### config.mk
export PLATFORM = sky130hd
export DESIGN_NAME = query_string_pair_splitter
export DESIGN_NICKNAME = d
export VERILOG_FILES = /design/src/design/qsps_pkg.sv /design/src/design/qsps_datapath.sv /design/src/design/qsps_controller.sv /design/src/design/query_string_pair_splitter.sv
export SDC_FILE = /design/constraint.sdc
export NUM_CORES = 1
export LEC_CHECK = 0
export BUFFER_PORTS_ARGS = -buffer_cell sky130_fd_sc_hd__buf_4
export CORE_MARGIN = 5
export CORE_UTILIZATION = 62
export DETAILED_ROUTE_END_ITERATION = 8
export PLACE_DENSITY = 0.85
export SKIP_LAST_GASP = 1
export SYNTH_ARGS = -nofsm -noshare
export SYNTH_HDL_FRONTEND = slang
export SYNTH_SLANG_ARGS = --single-unit
### constraint.sdc
create_clock -name clk -period 5.1 [get_ports clk]
set_input_delay 1.02 -clock clk [delete_from_list [all_inputs] [get_ports clk]]
set_output_delay 1.02 -clock clk [all_outputs]
set_load 0.05 [all_outputs]
### src/design/qsps_pkg.sv
package qsps_pkg;

    // Input word: one raw byte of the request line
    typedef struct packed {
        logic [7:0] line_byte;
        logic       line_last;
    } line_word_t;

    typedef enum logic [1:0] {
        KIND_KEY_BYTE   = 2'd0,
        KIND_KEY_END    = 2'd1,
        KIND_VALUE_BYTE = 2'd2,
        KIND_PAIR_END   = 2'd3
    } kind_t;

    // Output word: one token of the pair stream
    typedef struct packed {
        kind_t      kind;
        logic [7:0] data_byte;
        logic       key_truncated;
        logic [7:0] pair_index;
        logic       run_last;
    } token_word_t;

    typedef enum logic [1:0] {
        ESC_IDLE  = 2'd0,
        ESC_PCT   = 2'd1,
        ESC_DIGIT = 2'd2
    } esc_t;

    typedef enum logic [2:0] {
        SRC_STORE    = 3'd0,
        SRC_VALUE    = 3'd1,
        SRC_PCT      = 3'd2,
        SRC_HELD     = 3'd3,
        SRC_KEY_END  = 3'd4,
        SRC_PAIR_END = 3'd5
    } out_src_t;

    localparam logic [7:0] CH_SPACE = 8'h20;
    localparam logic [7:0] CH_PCT   = 8'h25;
    localparam logic [7:0] CH_AMP   = 8'h26;
    localparam logic [7:0] CH_PLUS  = 8'h2B;
    localparam logic [7:0] CH_EQ    = 8'h3D;

    localparam logic [2:0] PREFIX_SKIP_RESET = 3'd2;
    localparam logic [7:0] PAIR_MAX          = 8'd255;

    // Commands from the controller to the datapath
    typedef struct packed {
        logic     content_en;
        logic     content_key;
        logic     load_skip;
        logic     dec_skip;
        logic     clear_key;
        logic     line_reset;
        logic     key_put_pct;
        logic     key_put_held;
        logic     esc_clear;
        logic     key_idx_clear;
        logic     key_idx_inc;
        logic     key_rd;
        logic     out_load;
        out_src_t out_src;
        logic     out_run_last;
        logic     pair_inc;
    } qsps_cmd_t;

    // Status from the datapath to the controller
    typedef struct packed {
        logic is_space;
        logic is_amp;
        logic is_eq;
        logic prefix_zero;
        logic skip_one;
        esc_t esc;
        logic content_delivers;
        logic key_done;
        logic out_free;
    } qsps_status_t;

endpackage

### src/design/qsps_datapath.sv
module qsps_datapath
    import qsps_pkg::*;
#(
    parameter int KEY_MAX = 32
) (
    input  logic         clk,
    input  logic         rst_n,
    input  line_word_t   line_data,
    input  logic         cfg_valid,
    input  logic [2:0]   cfg_data,
    input  qsps_cmd_t    cmd,
    output qsps_status_t st,
    output logic         tok_valid,
    input  logic         tok_stall,
    output token_word_t  tok_data
);

    localparam int LEN_W = $clog2(KEY_MAX + 1);
    localparam int IDX_W = (KEY_MAX > 1) ? $clog2(KEY_MAX) : 1;

    function automatic logic [4:0] hex_of(input logic [7:0] c);
        logic [4:0] r;
        r = 5'd16;
        if (c >= 8'h30 && c <= 8'h39) r = {1'b0, c[3:0]};
        else if (c >= 8'h61 && c <= 8'h66) r = 5'(c - 8'h57);
        else if (c >= 8'h41 && c <= 8'h46) r = 5'(c - 8'h37);
        return r;
    endfunction

    function automatic logic [7:0] plus_map(input logic [7:0] c);
        return (c == CH_PLUS) ? CH_SPACE : c;
    endfunction

    logic [7:0]       key_store [KEY_MAX];
    logic [2:0]       prefix_reg;
    logic [2:0]       skip_reg;
    esc_t             esc_reg;
    logic [7:0]       held_reg;
    logic [LEN_W-1:0] key_len_reg;
    logic             ovf_reg;
    logic [7:0]       pair_reg;
    logic [LEN_W-1:0] key_idx_reg;
    logic [7:0]       rd_data_reg;
    logic [7:0]       val_reg;
    logic             out_valid_reg;
    token_word_t      out_word_reg;

    logic [7:0]  b;
    logic [4:0]  d1;
    logic [4:0]  d2;
    logic [7:0]  esc_val;
    logic [7:0]  content_val;
    logic        content_delivers;
    logic        key_put;
    logic [7:0]  key_put_data;
    logic        key_room;
    token_word_t out_word_next;

    assign b  = line_data.line_byte;
    assign d1 = hex_of(held_reg);
    assign d2 = hex_of(b);

    always_comb
    begin
        if (d1[4])
            esc_val = 8'd0;
        else if (d2[4])
            esc_val = {4'd0, d1[3:0]};
        else
            esc_val = {d1[3:0], d2[3:0]};
    end

    assign content_val      = (esc_reg == ESC_DIGIT) ? esc_val : plus_map(b);
    assign content_delivers = ((esc_reg == ESC_IDLE) && (b != CH_PCT)) || (esc_reg == ESC_DIGIT);

    assign key_put = (cmd.content_en && cmd.content_key && content_delivers)
                   || cmd.key_put_pct || cmd.key_put_held;
    assign key_put_data = cmd.key_put_pct  ? CH_PCT :
                          cmd.key_put_held ? plus_map(held_reg) : content_val;
    assign key_room = key_len_reg < LEN_W'(KEY_MAX);

    // Status back to the controller
    assign st.is_space         = (b == CH_SPACE);
    assign st.is_amp           = (b == CH_AMP);
    assign st.is_eq            = (b == CH_EQ);
    assign st.prefix_zero      = (prefix_reg == 3'd0);
    assign st.skip_one         = (skip_reg == 3'd1);
    assign st.esc              = esc_reg;
    assign st.content_delivers = content_delivers;
    assign st.key_done         = (key_idx_reg == key_len_reg);
    assign st.out_free         = !out_valid_reg || !tok_stall;

    // Key buffer and payload holding registers
    always_ff @(posedge clk)
    begin
        if (key_put && key_room)
            key_store[key_len_reg[IDX_W-1:0]] <= key_put_data;
        if (cmd.key_rd)
            rd_data_reg <= key_store[key_idx_reg[IDX_W-1:0]];
        if (cmd.content_en && !cmd.content_key)
            val_reg <= content_val;
        if (cmd.out_load)
            out_word_reg <= out_word_next;
    end

    always_comb
    begin
        out_word_next.kind          = KIND_VALUE_BYTE;
        out_word_next.data_byte     = 8'd0;
        out_word_next.key_truncated = 1'b0;
        out_word_next.pair_index    = pair_reg;
        out_word_next.run_last      = cmd.out_run_last;
        unique case (cmd.out_src)
            SRC_STORE:
            begin
                out_word_next.kind      = KIND_KEY_BYTE;
                out_word_next.data_byte = rd_data_reg;
            end
            SRC_VALUE:    out_word_next.data_byte = val_reg;
            SRC_PCT:      out_word_next.data_byte = CH_PCT;
            SRC_HELD:     out_word_next.data_byte = plus_map(held_reg);
            SRC_KEY_END:
            begin
                out_word_next.kind          = KIND_KEY_END;
                out_word_next.key_truncated = ovf_reg;
            end
            SRC_PAIR_END: out_word_next.kind = KIND_PAIR_END;
            default:      out_word_next.kind = KIND_PAIR_END;
        endcase
    end

    always_ff @(posedge clk or negedge rst_n)
    begin
        if (!rst_n)
        begin
            prefix_reg    <= PREFIX_SKIP_RESET;
            skip_reg      <= 3'd0;
            esc_reg       <= ESC_IDLE;
            held_reg      <= 8'd0;
            key_len_reg   <= '0;
            ovf_reg       <= 1'b0;
            pair_reg      <= 8'd0;
            key_idx_reg   <= '0;
            out_valid_reg <= 1'b0;
        end
        else
        begin
            if (cfg_valid)
                prefix_reg <= cfg_data;

            if (cmd.line_reset)
                skip_reg <= 3'd0;
            else if (cmd.load_skip)
                skip_reg <= prefix_reg;
            else if (cmd.dec_skip)
                skip_reg <= skip_reg - 3'd1;

            if (cmd.line_reset || cmd.clear_key || cmd.esc_clear)
            begin
                esc_reg  <= ESC_IDLE;
                held_reg <= 8'd0;
            end
            else if (cmd.content_en)
            begin
                unique case (esc_reg)
                    ESC_IDLE:
                    begin
                        if (b == CH_PCT)
                            esc_reg <= ESC_PCT;
                    end
                    ESC_PCT:
                    begin
                        held_reg <= b;
                        esc_reg  <= ESC_DIGIT;
                    end
                    ESC_DIGIT:
                    begin
                        held_reg <= 8'd0;
                        esc_reg  <= ESC_IDLE;
                    end
                    default: esc_reg <= ESC_IDLE;
                endcase
            end

            if (cmd.line_reset || cmd.clear_key)
            begin
                key_len_reg <= '0;
                ovf_reg     <= 1'b0;
            end
            else if (key_put)
            begin
                if (key_room)
                    key_len_reg <= key_len_reg + LEN_W'(1);
                else
                    ovf_reg <= 1'b1;
            end

            if (cmd.line_reset)
                pair_reg <= 8'd0;
            else if (cmd.pair_inc && (pair_reg != PAIR_MAX))
                pair_reg <= pair_reg + 8'd1;

            if (cmd.key_idx_clear)
                key_idx_reg <= '0;
            else if (cmd.key_idx_inc)
                key_idx_reg <= key_idx_reg + LEN_W'(1);

            if (cmd.out_load)
                out_valid_reg <= 1'b1;
            else if (!tok_stall)
                out_valid_reg <= 1'b0;
        end
    end

    assign tok_valid = out_valid_reg;
    assign tok_data  = out_word_reg;

endmodule

### src/design/qsps_controller.sv
module qsps_controller
    import qsps_pkg::*;
(
    input  logic         clk,
    input  logic         rst_n,
    input  logic         line_valid,
    input  logic         line_last,
    output logic         line_stall,
    input  qsps_status_t st,
    output qsps_cmd_t    cmd
);

    typedef enum logic [4:0] {
        PH_SEEK  = 5'b00001,
        PH_SKIP  = 5'b00010,
        PH_KEY   = 5'b00100,
        PH_VALUE = 5'b01000,
        PH_DONE  = 5'b10000
    } phase_t;

    typedef enum logic [7:0] {
        S_IDLE = 8'b00000001,
        S_FL1  = 8'b00000010,
        S_FL2  = 8'b00000100,
        S_KRD  = 8'b00001000,
        S_KOUT = 8'b00010000,
        S_KEND = 8'b00100000,
        S_VAL  = 8'b01000000,
        S_PEND = 8'b10000000
    } seq_state_t;

    phase_t     phase_reg, phase_next;
    seq_state_t state_reg, state_next;
    logic       plan_key_reg, plan_key_next;
    logic       plan_pair_reg, plan_pair_next;
    logic       plan_reset_reg, plan_reset_next;
    logic       seq_done;
    seq_state_t flush_target;

    assign line_stall   = (state_reg != S_IDLE);
    assign flush_target = plan_key_reg ? S_KRD : S_PEND;

    always_comb
    begin
        cmd             = '0;
        cmd.out_src     = SRC_VALUE;
        phase_next      = phase_reg;
        state_next      = state_reg;
        plan_key_next   = plan_key_reg;
        plan_pair_next  = plan_pair_reg;
        plan_reset_next = plan_reset_reg;
        seq_done        = 1'b0;

        unique case (state_reg)
            S_IDLE:
            begin
                if (line_valid)
                begin
                    cmd.key_idx_clear = 1'b1;
                    plan_key_next     = 1'b0;
                    plan_pair_next    = 1'b0;
                    plan_reset_next   = 1'b0;
                    unique case (phase_reg)
                        PH_SEEK:
                        begin
                            if (st.is_space)
                            begin
                                cmd.load_skip = 1'b1;
                                cmd.clear_key = 1'b1;
                                phase_next    = st.prefix_zero ? PH_KEY : PH_SKIP;
                            end
                        end
                        PH_SKIP:
                        begin
                            cmd.dec_skip = 1'b1;
                            if (st.skip_one)
                                phase_next = PH_KEY;
                        end
                        PH_KEY:
                        begin
                            priority if (st.is_space)
                            begin
                                cmd.clear_key = 1'b1;
                                phase_next    = PH_DONE;
                            end
                            else if (st.is_amp)
                                cmd.clear_key = 1'b1;
                            else if (st.is_eq)
                            begin
                                plan_key_next  = 1'b1;
                                plan_pair_next = line_last;
                                phase_next     = PH_VALUE;
                                state_next     = S_FL1;
                            end
                            else
                            begin
                                cmd.content_en  = 1'b1;
                                cmd.content_key = 1'b1;
                            end
                        end
                        PH_VALUE:
                        begin
                            priority if (st.is_space)
                            begin
                                plan_pair_next = 1'b1;
                                phase_next     = PH_DONE;
                                state_next     = S_FL1;
                            end
                            else if (st.is_amp)
                            begin
                                plan_pair_next = 1'b1;
                                phase_next     = PH_KEY;
                                state_next     = S_FL1;
                            end
                            else
                            begin
                                cmd.content_en = 1'b1;
                                plan_pair_next = line_last;
                                if (st.content_delivers)
                                    state_next = S_VAL;
                                else if (line_last)
                                    state_next = S_FL1;
                            end
                        end
                        PH_DONE: ;
                        default: phase_next = PH_SEEK;
                    endcase
                    // Last byte: drop line state now, or after the burst
                    if (line_last)
                    begin
                        phase_next = PH_SEEK;
                        if (state_next == S_IDLE)
                            cmd.line_reset = 1'b1;
                        else
                            plan_reset_next = 1'b1;
                    end
                end
            end
            S_FL1:
            begin
                priority if (st.esc == ESC_IDLE)
                begin
                    cmd.esc_clear = 1'b1;
                    state_next    = flush_target;
                end
                else if (plan_key_reg || st.out_free)
                begin
                    cmd.key_put_pct = plan_key_reg;
                    cmd.out_load    = !plan_key_reg;
                    cmd.out_src     = SRC_PCT;
                    if (st.esc == ESC_DIGIT)
                        state_next = S_FL2;
                    else
                    begin
                        cmd.esc_clear = 1'b1;
                        state_next    = flush_target;
                    end
                end
            end
            S_FL2:
            begin
                if (plan_key_reg || st.out_free)
                begin
                    cmd.key_put_held = plan_key_reg;
                    cmd.out_load     = !plan_key_reg;
                    cmd.out_src      = SRC_HELD;
                    cmd.esc_clear    = 1'b1;
                    state_next       = flush_target;
                end
            end
            S_KRD:
            begin
                if (st.key_done)
                    state_next = S_KEND;
                else
                begin
                    cmd.key_rd = 1'b1;
                    state_next = S_KOUT;
                end
            end
            S_KOUT:
            begin
                if (st.out_free)
                begin
                    cmd.out_load    = 1'b1;
                    cmd.out_src     = SRC_STORE;
                    cmd.key_idx_inc = 1'b1;
                    state_next      = S_KRD;
                end
            end
            S_KEND:
            begin
                if (st.out_free)
                begin
                    cmd.out_load     = 1'b1;
                    cmd.out_src      = SRC_KEY_END;
                    cmd.out_run_last = !plan_pair_reg;
                    cmd.esc_clear    = 1'b1;
                    if (plan_pair_reg)
                        state_next = S_PEND;
                    else
                        seq_done = 1'b1;
                end
            end
            S_VAL:
            begin
                if (st.out_free)
                begin
                    cmd.out_load     = 1'b1;
                    cmd.out_src      = SRC_VALUE;
                    cmd.out_run_last = !plan_pair_reg;
                    if (plan_pair_reg)
                        state_next = S_FL1;
                    else
                        seq_done = 1'b1;
                end
            end
            S_PEND:
            begin
                if (st.out_free)
                begin
                    cmd.out_load     = 1'b1;
                    cmd.out_src      = SRC_PAIR_END;
                    cmd.out_run_last = 1'b1;
                    cmd.pair_inc     = 1'b1;
                    cmd.clear_key    = 1'b1;
                    seq_done         = 1'b1;
                end
            end
            default: state_next = S_IDLE;
        endcase

        if (seq_done)
        begin
            state_next     = S_IDLE;
            cmd.line_reset = plan_reset_reg;
        end
    end

    always_ff @(posedge clk or negedge rst_n)
    begin
        if (!rst_n)
        begin
            phase_reg      <= PH_SEEK;
            state_reg      <= S_IDLE;
            plan_key_reg   <= 1'b0;
            plan_pair_reg  <= 1'b0;
            plan_reset_reg <= 1'b0;
        end
        else
        begin
            phase_reg      <= phase_next;
            state_reg      <= state_next;
            plan_key_reg   <= plan_key_next;
            plan_pair_reg  <= plan_pair_next;
            plan_reset_reg <= plan_reset_next;
        end
    end

endmodule

### src/design/query_string_pair_splitter.sv
// Query string pair splitter. Feed an HTTP request line one byte per word on
// the line channel, with line_last set on its final byte; the block skips up
// to the first space, then prefix_skip more bytes (sampled when that space
// arrives; written through the cfg channel, reset value 2), and treats what
// follows up to the next space or the line end as the query body. The body is
// split on '&'; segments without '=' are dropped. Each pair comes out on the
// token channel as the decoded key bytes, a key end (key_truncated set if the
// key ran past KEY_MAX bytes), the decoded value bytes and a pair end, all
// tagged with a pair index that saturates at 255; run_last marks the final
// token caused by one line word. '+' decodes to a space and "%xy" as a hex
// escape; a short escape stays literal. A line word that yields a value byte
// holds the line channel while that token is loaded; the '=' that closes a key
// holds it for an escape flush, then per buffered key byte one key buffer read,
// registered, then the output load, a step to find the end of the buffer, the
// key end and a pair end when the line ends there; a body end in a value adds
// an escape flush and a pair end. Token stalls add to all of these. The
// controller walks one word at a time; the token register lets the next word
// enter while a token waits.
module query_string_pair_splitter
    import qsps_pkg::*;
#(
    parameter int KEY_MAX = 32
) (
    input  logic        clk,
    input  logic        rst_n,
    // line channel: one request line byte per word
    input  logic        line_valid,
    output logic        line_stall,
    input  line_word_t  line_data,
    // token channel: one key/value token per word
    output logic        tok_valid,
    input  logic        tok_stall,
    output token_word_t tok_data,
    // prefix_skip register write
    input  logic        cfg_valid,
    output logic        cfg_ready,
    input  logic [2:0]  cfg_data
);

    qsps_cmd_t    cmd;
    qsps_status_t st;

    // The user must land config writes only while idle (not enforced); take them at once
    assign cfg_ready = 1'b1;

    // Controller: line phase plus the burst sequencer that orders the tokens
    // caused by one word (key flush, key bytes, key end, value byte, value
    // flush, pair end)
    qsps_controller u_ctrl (
        .clk        (clk),
        .rst_n      (rst_n),
        .line_valid (line_valid),
        .line_last  (line_data.line_last),
        .line_stall (line_stall),
        .st         (st),
        .cmd        (cmd)
    );

    // Datapath: escape decoder, key buffer memory, counters and the token
    // output register
    qsps_datapath #(
        .KEY_MAX (KEY_MAX)
    ) u_dp (
        .clk       (clk),
        .rst_n     (rst_n),
        .line_data (line_data),
        .cfg_valid (cfg_valid),
        .cfg_data  (cfg_data),
        .cmd       (cmd),
        .st        (st),
        .tok_valid (tok_valid),
        .tok_stall (tok_stall),
        .tok_data  (tok_data)
    );

endmodule
==> metrics.txt, run 1 <==
CP arrival=4.14 ns; GP Congestion=0.899; syn nets=1,031; Synth-to-Final Area Change=11.3%; final WL=34,800 um; IO buf count=38; row cnt=57; Final Skew=about 0.024 ns; share of cells above drive strength 1=21.5%; final setup fails=0; Worst Path Required=5.25 ns; gr usage total=25.1%; Sink Count=between 300 and 400; Synth Area in XOR/XNOR=1.20%; pre-CTS WS=0.929 ns; Via Count=9,252; depth of the worst register-to-register path=7; CP Launch Type=register; main flop type after synthesis=edfxtp_1; post-synth cell types=82; Pint=4700 uW; Die Ht=~170 um; multi-input logic area=4980 um^2; gate count after technology mapping=between 900 and 1,000; Final Cycle Share=78.3%; setup tns final=0 ns; hold path startpoint=u_dp.pair_reg[5]; CTS tree=done; first-pass GRT wire length=around 54,000 um; synthesis-stage register bit count=346; status=finished, final reports clean; LEAKAGE=about 0.0057 uW; Slew Viols, Final=0; post-synthesis adder-cell area fraction=1.30%; complex-gate fraction of the synthesized area=around 6.8%; number of nets with antenna violations after routing=0; I/O pins=40; post-layout min period=3.99 ns; syn_area_per_cell=15.4 um^2; Fill cells=1,560; hold buffers post-CTS=0; register area share after synthesis=between 60% and 70%; total gr overflow=0; Async SR Flop Fraction=15.6%; htree depth=2; number of flops mapped to enable cells by yosys=292; initial core utilization=63.0%; Slew HR=18.5%; vias in the first global route=9,239; CTS Buf Count=35; largest family of logic cells by synthesized area=multiplexers; synthesized area=15,400 um^2; CTS root buf=clkbuf_16; Pwr per Cell Area=354 nW/um^2; die area=28,000 um^2; crit end category=register; kind of critical path=reg -> reg; CP max FO=18; hpwl dp=22,200 um; Fmax=approximately 250 MHz; switching share of power=between 20% and 30%; Final Non-Filler Cells=approximately 1,400; Hold Crit Class=reg -> reg; postcts setup bufs=0; wire length per cell=25.2 um; placed cell count=about 1,300; storage element area=10,100 um^2; Worst Setup SP=u_ctrl.state_reg[6]; Peak supply drop=326 uV; DIE WIDTH=between 150 and 200 um; total power=6050 uW; DR DRC count=0; Synth Warn #=0; Iter 0 DRT Violations=1,189; Max Root-Sink Buffers=3; DR pass1 iterations=6; Hold Vio Cnt, Final=0; Layout Nets=1,064; Core ar.=approximately 24,000 um^2; worst r2r src=u_ctrl.state_reg[6]; DR vias/cell=6.70; final worst setup slack=1.11 ns; antenna violations before repair=0; largest net degree at the start of global routing=55; clk_lat worst skew=approximately 0.53 ns; mux cell area share after synthesis=13.4%; clock share of power=42.0%; RSZ-0062 raised after global routing=false; Sequential Power Share=between 50 and 60%; total of max-cap violations=0; antenna cells=0; Post-Synth Simple-Gate Area=9.37%; Combinational Power Share=6.3%; net load switching power=roughly 1300 uW; number of flip-flops in the largest register=256; Hold WS=between 0.5 and 0.6 ns; clock transition at the registers of the reported paths=about 0.060 ns; hold path depth=0; Worst-Margin Slew=roughly 1.2 ns; Resized Gates After CTS=0
## cells in the mapped netlist (5+ instances only)
cell	n	area, um^2
nor4_1	10	62.6
clkbuf_1	42	158
or3_1	8	50.1
xor2_1	13	114
o21ai_0	32	160
nor4b_1	5	43.8
and2_1	6	37.5
o22ai_1	8	50.1
edfxtp_1	292	8770
dfrtp_1	51	1280
nand2_1	60	225
mux4_2	80	1800
xnor2_1	8	70.1
and3_1	6	37.5
nand3b_1	7	52.6
nor2_1	93	349
mux2i_1	15	150
nor2b_1	10	62.6
inv_1	19	71.3
a32oi_1	10	87.6
or2_2	5	31.3
ha_1	16	200
buf_2	6	30.0
a21oi_1	35	175
a211oi_1	7	52.6
a21o_1	6	45.0
nand4_1	6	37.5
mux2_2	10	113
nand2b_1	8	50.1
nor3_1	16	80.1
o31ai_1	5	37.5
nand3_1	17	85.1
## worst paths after layout
path,endpoint,slack [ns]
max,u_dp.key_store[2][3],1.11
min,u_dp.tok_data[6],0.50
max reg2reg,u_dp.key_store[2][3],1.11
min reg2reg,u_dp.tok_data[6],0.50
max in group asynchronous,u_dp.key_idx_reg[0],4.01
min in group asynchronous,u_dp.key_len_reg[4],0.56
## layout make-up
cell class | instances | share of cell area [%]
repair buffers | 51 | 2.24
well taps | 324 | 2.37
clock inverters | 21 | 1.37
flip-flops and latches | 346 | 59.2
clock buffers | 41 | 5.25
multi-input cells | 578 | 29.1
inverters | 19 | 0.417
## worst max-delay path, cell delays in order (launching register included)
cell     delay [ns]
dfrtp_1        0.57
nor4_1         0.68
nand4_1        0.16
buf_4          0.22
or4_1          0.50
a21oi_2        0.36
nand2_1        0.46
nor2_1         0.68
## layer usage
| metal | GRT usage (%) | routed length [um] | vias up |
|---|---|---|---|
| li1 | - | - | 3996 |
| met1 | 35.7 | 13800 | 4624 |
| met2 | 40.4 | 16700 | 550 |
| met3 | 3.84 | 3050 | 82 |
| met4 | 8.54 | 1240 | 0 |
| met5 | 0 | 0 | - |
## stage by stage
| step | area, um^2 | util (%) |
|---|---|---|
| floorplan | 15400 | - |
| finish | 17100 | 70.1 |
| global route | 17100 | 70.1 |
| global placement | 16000 | 65.5 |
| detailed placement | 16000 | 65.5 |
| CTS | 17100 | 70.1 |
## power groups by stage
stage	Sequential [uW]	Combinational, uW	Clock (uW)
3_5_place_dp	3180	372	0
5_1_grt	3130	412	2700
6_report	3130	379	2540
3_3_place_gp	3180	364	0
2_1_floorplan	3170	267	0
4_1_cts	3130	376	2560
## kinds of logic after synthesis
kind of cell    count (synthesis)
compound gates                152
xor+xnor                       21
mux                           105
other cells                     1
flops                         346
buf+inv                        74
simple gates                  283
fa+ha+maj                      16
## placed cells by master, fill, tap and decap left out, types with 5 or more instances in the layout
cell type  instances
or2_2              5
mux2_2            10
xnor2_1            8
nor2_1            89
nor4_1            10
edfxtp_1         292
o21ai_0           32
a21oi_1           35
xor2_1            13
and3_1             6
nor4b_1            5
o22ai_1            8
nand2b_1           8
nand4_1            6
a21o_1             6
or3_1              8
buf_4             51
mux4_2            80
clkbuf_16         35
clkinv_1           7
nand2_1           60
nor3_1            16
inv_1             19
ha_1              16
dfrtp_1           49
nand3b_1           7
a32oi_1           10
nor2b_1           10
and2_1             6
mux2i_1           15
clkbuf_1           6
a211oi_1           7
nand3_1           17
Note: power is estimated with default switching activity, not from simulation.
==> run 2: changes to the inputs <==
Settings changed: ABC_AREA from default to 1, CORE_UTILIZATION 62 to 56, PLACE_DENSITY 0.85 to 0.81.
Clock period 5.1 ns to 3.3 ns, I/O delays scaled along.
==> run 2 against run 1 <==
  * Cell area rose by 4.0%
  * Core utilization decreased by 5.9 points
  * Non-clock buffer count up 38
  * Worst setup slack worse by 0.52 ns
  * First-iteration DRC count grew 33%
  * Clock skew decreased by 0.0043 ns
  * Routed wire length grew 9.6%
==> metrics.txt, run 2 <==
kind of critical path=reg -> reg; Iter 0 DRT Violations=1,578 (+33%); Hold Vio Cnt, Final=0 (unchanged); vias in the first global route=11,000 (+20%); total power=10,200 uW (+68%); postcts setup bufs=0 (unchanged); post-layout min period=2.71 ns (-1.28 ns); Worst Setup SP=u_dp.key_idx_reg[0]; Final Cycle Share=82.2% (+3.9 points); Synth Warn #=0 (unchanged); DR vias/cell=6.02 (-10%); hpwl dp=24,900 um (+12%); gr usage total=24.5% (-0.59 points); total of max-cap violations=0 (unchanged); final setup fails=0 (unchanged); Final Non-Filler Cells=1,904 (+38%); gate count after technology mapping=1,435 (+44%); pre-CTS WS=0.345 ns (-0.584 ns); GRT Max-Usage Layer=met2; post-synth cell types=55 (-33%); Peak supply drop=377 uV (+16%); Commonest cells post-synth=292 x edfxtp_1, 233 x nor2_1, 178 x o21ai_0; synthesis-stage register bit count=346 (unchanged); Via Count=11,500 (+24%); CTS Buf Count=37 (+5.7%); RSZ-0062 raised after global routing=false; DR pass1 iterations=6 (unchanged); Slew HR=30.9% (+12 points); LEAKAGE=0.00660 uW (+17%); htree depth=2 (unchanged); worst reg2reg endpoint=u_dp.rd_data_reg[4]; Synth-to-Final Area Change=13.3%; most frequent cells in the layout=292 x edfxtp_1, 232 x nor2_1, 178 x o21ai_0; syn_area_per_cell=10.9 um^2 (-29%); depth of the worst register-to-register path=8 (+1); CP arrival=2.96 ns (-1.18 ns); antenna violations before repair=1 (+1); Hold Crit Class=in -> async; wire length per cell=20.0 um (-21%); I/O pins=40 (unchanged); Hold WS=0.186 ns (-0.315 ns); register area share after synthesis=64.5% (-1.4 points); largest net degree at the start of global routing=78 (+42%); total gr overflow=0 (unchanged); Sink Count=346 (unchanged); number of flops mapped to enable cells by yosys=292 (unchanged); number of nets with antenna violations after routing=0 (unchanged); Worst Path Required=3.55 ns (-1.70 ns); count leader, synth=edfxtp_1; met2 global-route usage=38.9% (-1.5 points); die area=31,500 um^2 (+12%); clock transition at the registers of the reported paths=0.06 ns (about the same); final WL=38,200 um (+9.6%); setup tns final=0 ns (unchanged); placed cell count=1,841 (+40%); clk_lat worst skew=0.53 ns (about the same); final worst setup slack=0.587 ns (-0.520 ns); GP Congestion=0.969 (+7.8%); storage element area=10,100 um^2 (about the same); antenna cells=0 (unchanged); Slew Viols, Final=0 (unchanged); status=finished, final reports clean; Core ar.=27,700 um^2 (+14%); Layout Nets=1,535 (+44%); IO buf count=38 (unchanged); hold buffers post-CTS=0 (unchanged); GR Layer Usage met1=34.0% (-1.8 points); Die Ht=177 um (+6.0%); crit end category=register; Fmax=369 MHz (+47%); row cnt=61 (+7.0%); CP max FO=32 (+14); Async SR Flop Fraction=15.6% (unchanged); Synth top area share=55.9% (-1.2 points); share of cells above drive strength 1=14.9% (-6.6 points); top post-synthesis cells by area=edfxtp_1 56%, dfrtp_1 8.1%, o21ai_0 5.7%; first-pass GRT wire length=60,300 um (+11%); Worst R2R Setup Slack=0.59 ns (-0.52 ns); CTS root buf=clkbuf_16; Max Root-Sink Buffers=3 (unchanged); DIE WIDTH=177 um (+6.0%); CP Launch Type=register; CTS tree=done; DR DRC count=0 (unchanged); synthesized area=15,700 um^2 (+2.2%); commonest non-fill, non-tap cell in the layout=edfxtp_1; routing usage on met3=5.26% (+1.4 points); Fill cells=2,057 (+32%); Worst-Margin Slew=1.03 ns (-0.188 ns); syn nets=1,468 (+42%); Resized Gates After CTS=0 (unchanged); multi-input logic area=4820 um^2 (-3.2%); initial core utilization=56.7% (-6.3 points); Pwr per Cell Area=571 nW/um^2 (+61%); post-synth top area cell=edfxtp_1; Worst Setup EP=u_dp.rd_data_reg[4]; worst r2r src=u_dp.key_idx_reg[0]; Final Skew=0.0197 ns (-0.00435 ns); number of flip-flops in the largest register=256 (unchanged); main flop type after synthesis=edfxtp_1
## run 2: routing by layer
layer	wire, um	vias to the layer above
met5	0	-
met4	1210	0
met3	4090	104
met2	17700	712
met1	15100	5449
li1	-	5205
## run 2: through the flow
| stage | util (%) | cell area (um^2) |
|---|---|---|
| finish | 64.2 | 17800 |
| global route | 64.2 | 17800 |
| CTS | 64.2 | 17800 |
| detailed placement | 60.1 | 16700 |
| global placement | 60.1 | 16700 |
| floorplan | - | 15700 |
## run 2: logic make-up after synthesis
group	after synthesis	share of synthesized area, %
simple gates	570	17.2
flops	346	64.5
compound gates	307	11.6
buf+inv	185	4.81
fa+ha+maj	16	1.28
xor+xnor	10	0.558
other cells	1	0.0239
## run 2: worst min-delay path by stage
| stage | from | endpoint | slack, ns | cells past startpoint |
|---|---|---|---|---|
| 6_report | rst_n | u_dp.pair_reg[0] | 0.19 | 1 |
| 3_3_place_gp | u_dp.pair_reg[4] | u_dp.tok_data[5] | 0.47 | 0 |
| 5_1_grt | rst_n | u_dp.pair_reg[0] | 0.23 | 1 |
| 3_5_place_dp | u_dp.pair_reg[4] | u_dp.tok_data[5] | 0.47 | 0 |
| 4_1_cts | rst_n | u_dp.pair_reg[1] | 0.21 | 1 |
| 2_1_floorplan | rst_n | u_ctrl.phase_reg[1] | 0.36 | 0 |
## run 2: where the power goes
| group | switching, uW | internal, uW | total (uW) |
|---|---|---|---|
| clock | 1640 | 2270 | 3910 |
| combinational | 853 | 343 | 1200 |
| sequential | 88.7 | 4960 | 5050 |
| total | 2580 | 7570 | 10200 |
## run 2: cell type report
class,count,area share [%]
clock inverters,20,0.963
clock buffers,43,5.45
well taps,378,2.66
repair buffers,89,4.25
inverters,124,2.66
flip-flops and latches,346,56.9
multi-input cells,904,27.1
## run 2: critical path, cell delays in order (launching register included)
cell	delay, ns
dfrtp_4	0.62
inv_2	0.09
buf_4	0.24
o21ai_0	0.25
o22ai_1	0.13
o211ai_1	0.30
nand3_1	0.13
o21ai_0	0.55
inv_1	0.11
==> run 3: changes to the inputs <==
Settings changed: ABC_AREA 1 to 0, PLACE_DENSITY 0.81 to 0.82.
Clock period 3.3 ns to 2.2 ns, I/O delays scaled along.
==> run 3 against run 2 <==
  * The flow now finishes with violations (negative setup slack)
  * Total power is 54% higher
  * Sequential share of layout area is 7.3 points lower
  * Sequential power is 43% higher
  * Critical path depth is 2 higher
  * Critical endpoint is now u_dp.key_store[16][7]
==> metrics.txt, run 3 (same netlist as run 1, synthesis figures left out) <==
first-pass GRT wire length=63,300 um (+4.9%); DR DRC count=0 (unchanged); Layout Nets=1,279 (-17%); Slew HR=62.8% (+32 points); Worst R2R Setup Slack=-0.47 ns (-1.06 ns); largest net degree at the start of global routing=33 (-58%); clock transition at the registers of the reported paths=0.06 ns (about the same); total of max-cap violations=0 (unchanged); Sink Count=346 (unchanged); placed cell count=1,496 (-19%); Iter 0 DRT Violations=1,219 (-23%); commonest non-fill, non-tap cell in the layout=edfxtp_1; die area=30,800 um^2 (-2.0%); DIE WIDTH=176 um (-1.0%); initial core utilization=57.0% (+0.33 points); total gr overflow=0 (unchanged); CTS tree=done; most frequent cells in the layout=292 x edfxtp_1, 205 x buf_4, 80 x mux4_2; Hold Vio Cnt, Final=0 (unchanged); Final Non-Filler Cells=1,615 (-15%); final worst setup slack=-0.474 ns (-1.06 ns); crit end category=register; CTS Buf Count=36 (-2.7%); Hold Crit Class=in -> reg; LEAKAGE=0.00707 uW (+7.0%); htree depth=2 (unchanged); Pwr per Cell Area=763 nW/um^2 (+34%); clk_lat worst skew=0.54 ns (about the same); CP arrival=3.05 ns (+0.09 ns); worst r2r src=u_dp.held_reg[4]; depth of the worst register-to-register path=10 (+2); I/O pins=40 (unchanged); status=finished, violations left; Peak supply drop=674 uV (+79%); vias in the first global route=10,400 (-5.5%); Worst Setup SP=u_dp.held_reg[4]; Core ar.=27,000 um^2 (-2.7%); Via Count=10,500 (-8.2%); number of flip-flops in the largest register=256 (unchanged); RSZ-0062 raised after global routing=true; GP Congestion=0.914 (-5.7%); wire length per cell=27.9 um (+39%); antenna violations before repair=0 (-1); kind of critical path=reg -> reg; CTS root buf=clkbuf_16; number of nets with antenna violations after routing=0 (unchanged); final setup fails=618 (+618); Final Skew=0.0325 ns (+0.0127 ns); post-layout min period=2.67 ns (-0.0383 ns); failing checks=negative setup slack; Worst Setup EP=u_dp.key_store[16][7]; antenna cells=0 (unchanged); Final Cycle Share=122% (+39 points); DR pass1 iterations=8 (+2); final WL=45,000 um (+18%); Die Ht=176 um (-1.0%); gr usage total=26.8% (+2.3 points); Synth-to-Final Area Change=33.1%; pre-CTS WS=-0.613 ns (-0.958 ns); Worst-Margin Slew=0.556 ns (-0.479 ns); Slew Viols, Final=0 (unchanged); Fmax=374 MHz (+1.4%); row cnt=60 (-1.6%); DR vias/cell=6.52 (+8.3%); Max Root-Sink Buffers=3 (unchanged); share of cells above drive strength 1=45.4% (+31 points); hpwl dp=25,200 um (+1.2%); worst reg2reg endpoint=u_dp.key_store[16][7]; CP Launch Type=register; Worst Path Required=2.58 ns (-0.97 ns); CP max FO=16 (-50%); IO buf count=38 (unchanged)
==> run 3: cell types whose count changed in the layout (fill, tap and decap cells not counted), sizes merged, moves of 19 or more <==
cell    before  now
mux4         0   80
buf         89  255
o22ai       48    8
nand3       90   19
nand4       25    6
o221ai      24    0
inv        123   19
nand2      182   62
o21ai      179   34
nor2       259   93
==> run 3: how the worst min path moves through the flow <==
stage                     slack (ns)  cells after the start       from                  end
after floorplan                 0.14                      0      rst_n  u_ctrl.phase_reg[1]
after global routing            0.12                      2  cfg_valid   u_dp.prefix_reg[1]
after global placement          0.41                      1      rst_n     u_dp.pair_reg[5]
after detailed placement        0.41                      1      rst_n     u_dp.pair_reg[5]
after CTS                       0.11                      2  cfg_valid   u_dp.prefix_reg[1]
final                           0.12                      2  cfg_valid   u_dp.prefix_reg[1]
==> run 3: cell type report <==
type,count,area [um^2]
fill,1463,6510
multi-input combinational,580,5940
clock buffer,42,945
clock inverter,24,368
inverter,19,76.3
sequential,346,10100
tap,341,427
timing repair buffer,263,2550
==> run 3: routing by layer <==
metal,part of all wire [%],wire (um),track usage [%]
met5,0,0,0
met1,37,16700,35.9
met4,5.5,2500,10.8
met3,8.4,3790,4.22
met2,49,22000,44.6
==> run 3: what timing repair did <==
action | 4_1_cts | 5_1_grt
setup endpoints to repair | 602 | 620
hold buffers | 1 | 0
gates resized for setup | 37 | 79
gates cloned | 6 | 11
buffers inserted | 16 | 21
endpoints found under the hold margin | 31 | 0
pin swaps | 21 | 38
==> run 3: metrics by stage <==
stage | utilization, % | total power (uW) | TNS (ns) | hold slack (ns) | cell area, um^2
after floorplan | - | 8030 | -159.36 | 0.144 | 16000
after global placement | 66.5 | 8550 | -264.59 | 0.413 | 17900
after detailed placement | 66.5 | 8580 | -288.00 | 0.412 | 17900
after CTS | 73.2 | 15400 | -201.10 | 0.114 | 19700
after global routing | 75.8 | 16100 | -252.47 | 0.116 | 20400
final | 75.8 | 15600 | -216.12 | 0.121 | 20400
==> run 3: worst max-delay path, stage by stage, from the launching register on <==
cell	delay [ns]
dfrtp_1	0.38
or4b_4	0.58
buf_6	0.16
nor2_4	0.11
buf_6	0.12
a21oi_2	0.07
o41ai_2	0.46
nor2_1	0.15
nor2_4	0.15
buf_12	0.14
clkbuf_16	0.19
==> run 3: where the power goes <==
part	switching (uW)	total (uW)	leakage, uW	internal (uW)
registers	45.7	7210	0.00333	7170
logic	880	1660	0.00311	781
clock network	2660	6720	0.000630	4070
total	3580	15600	0.00707	12000
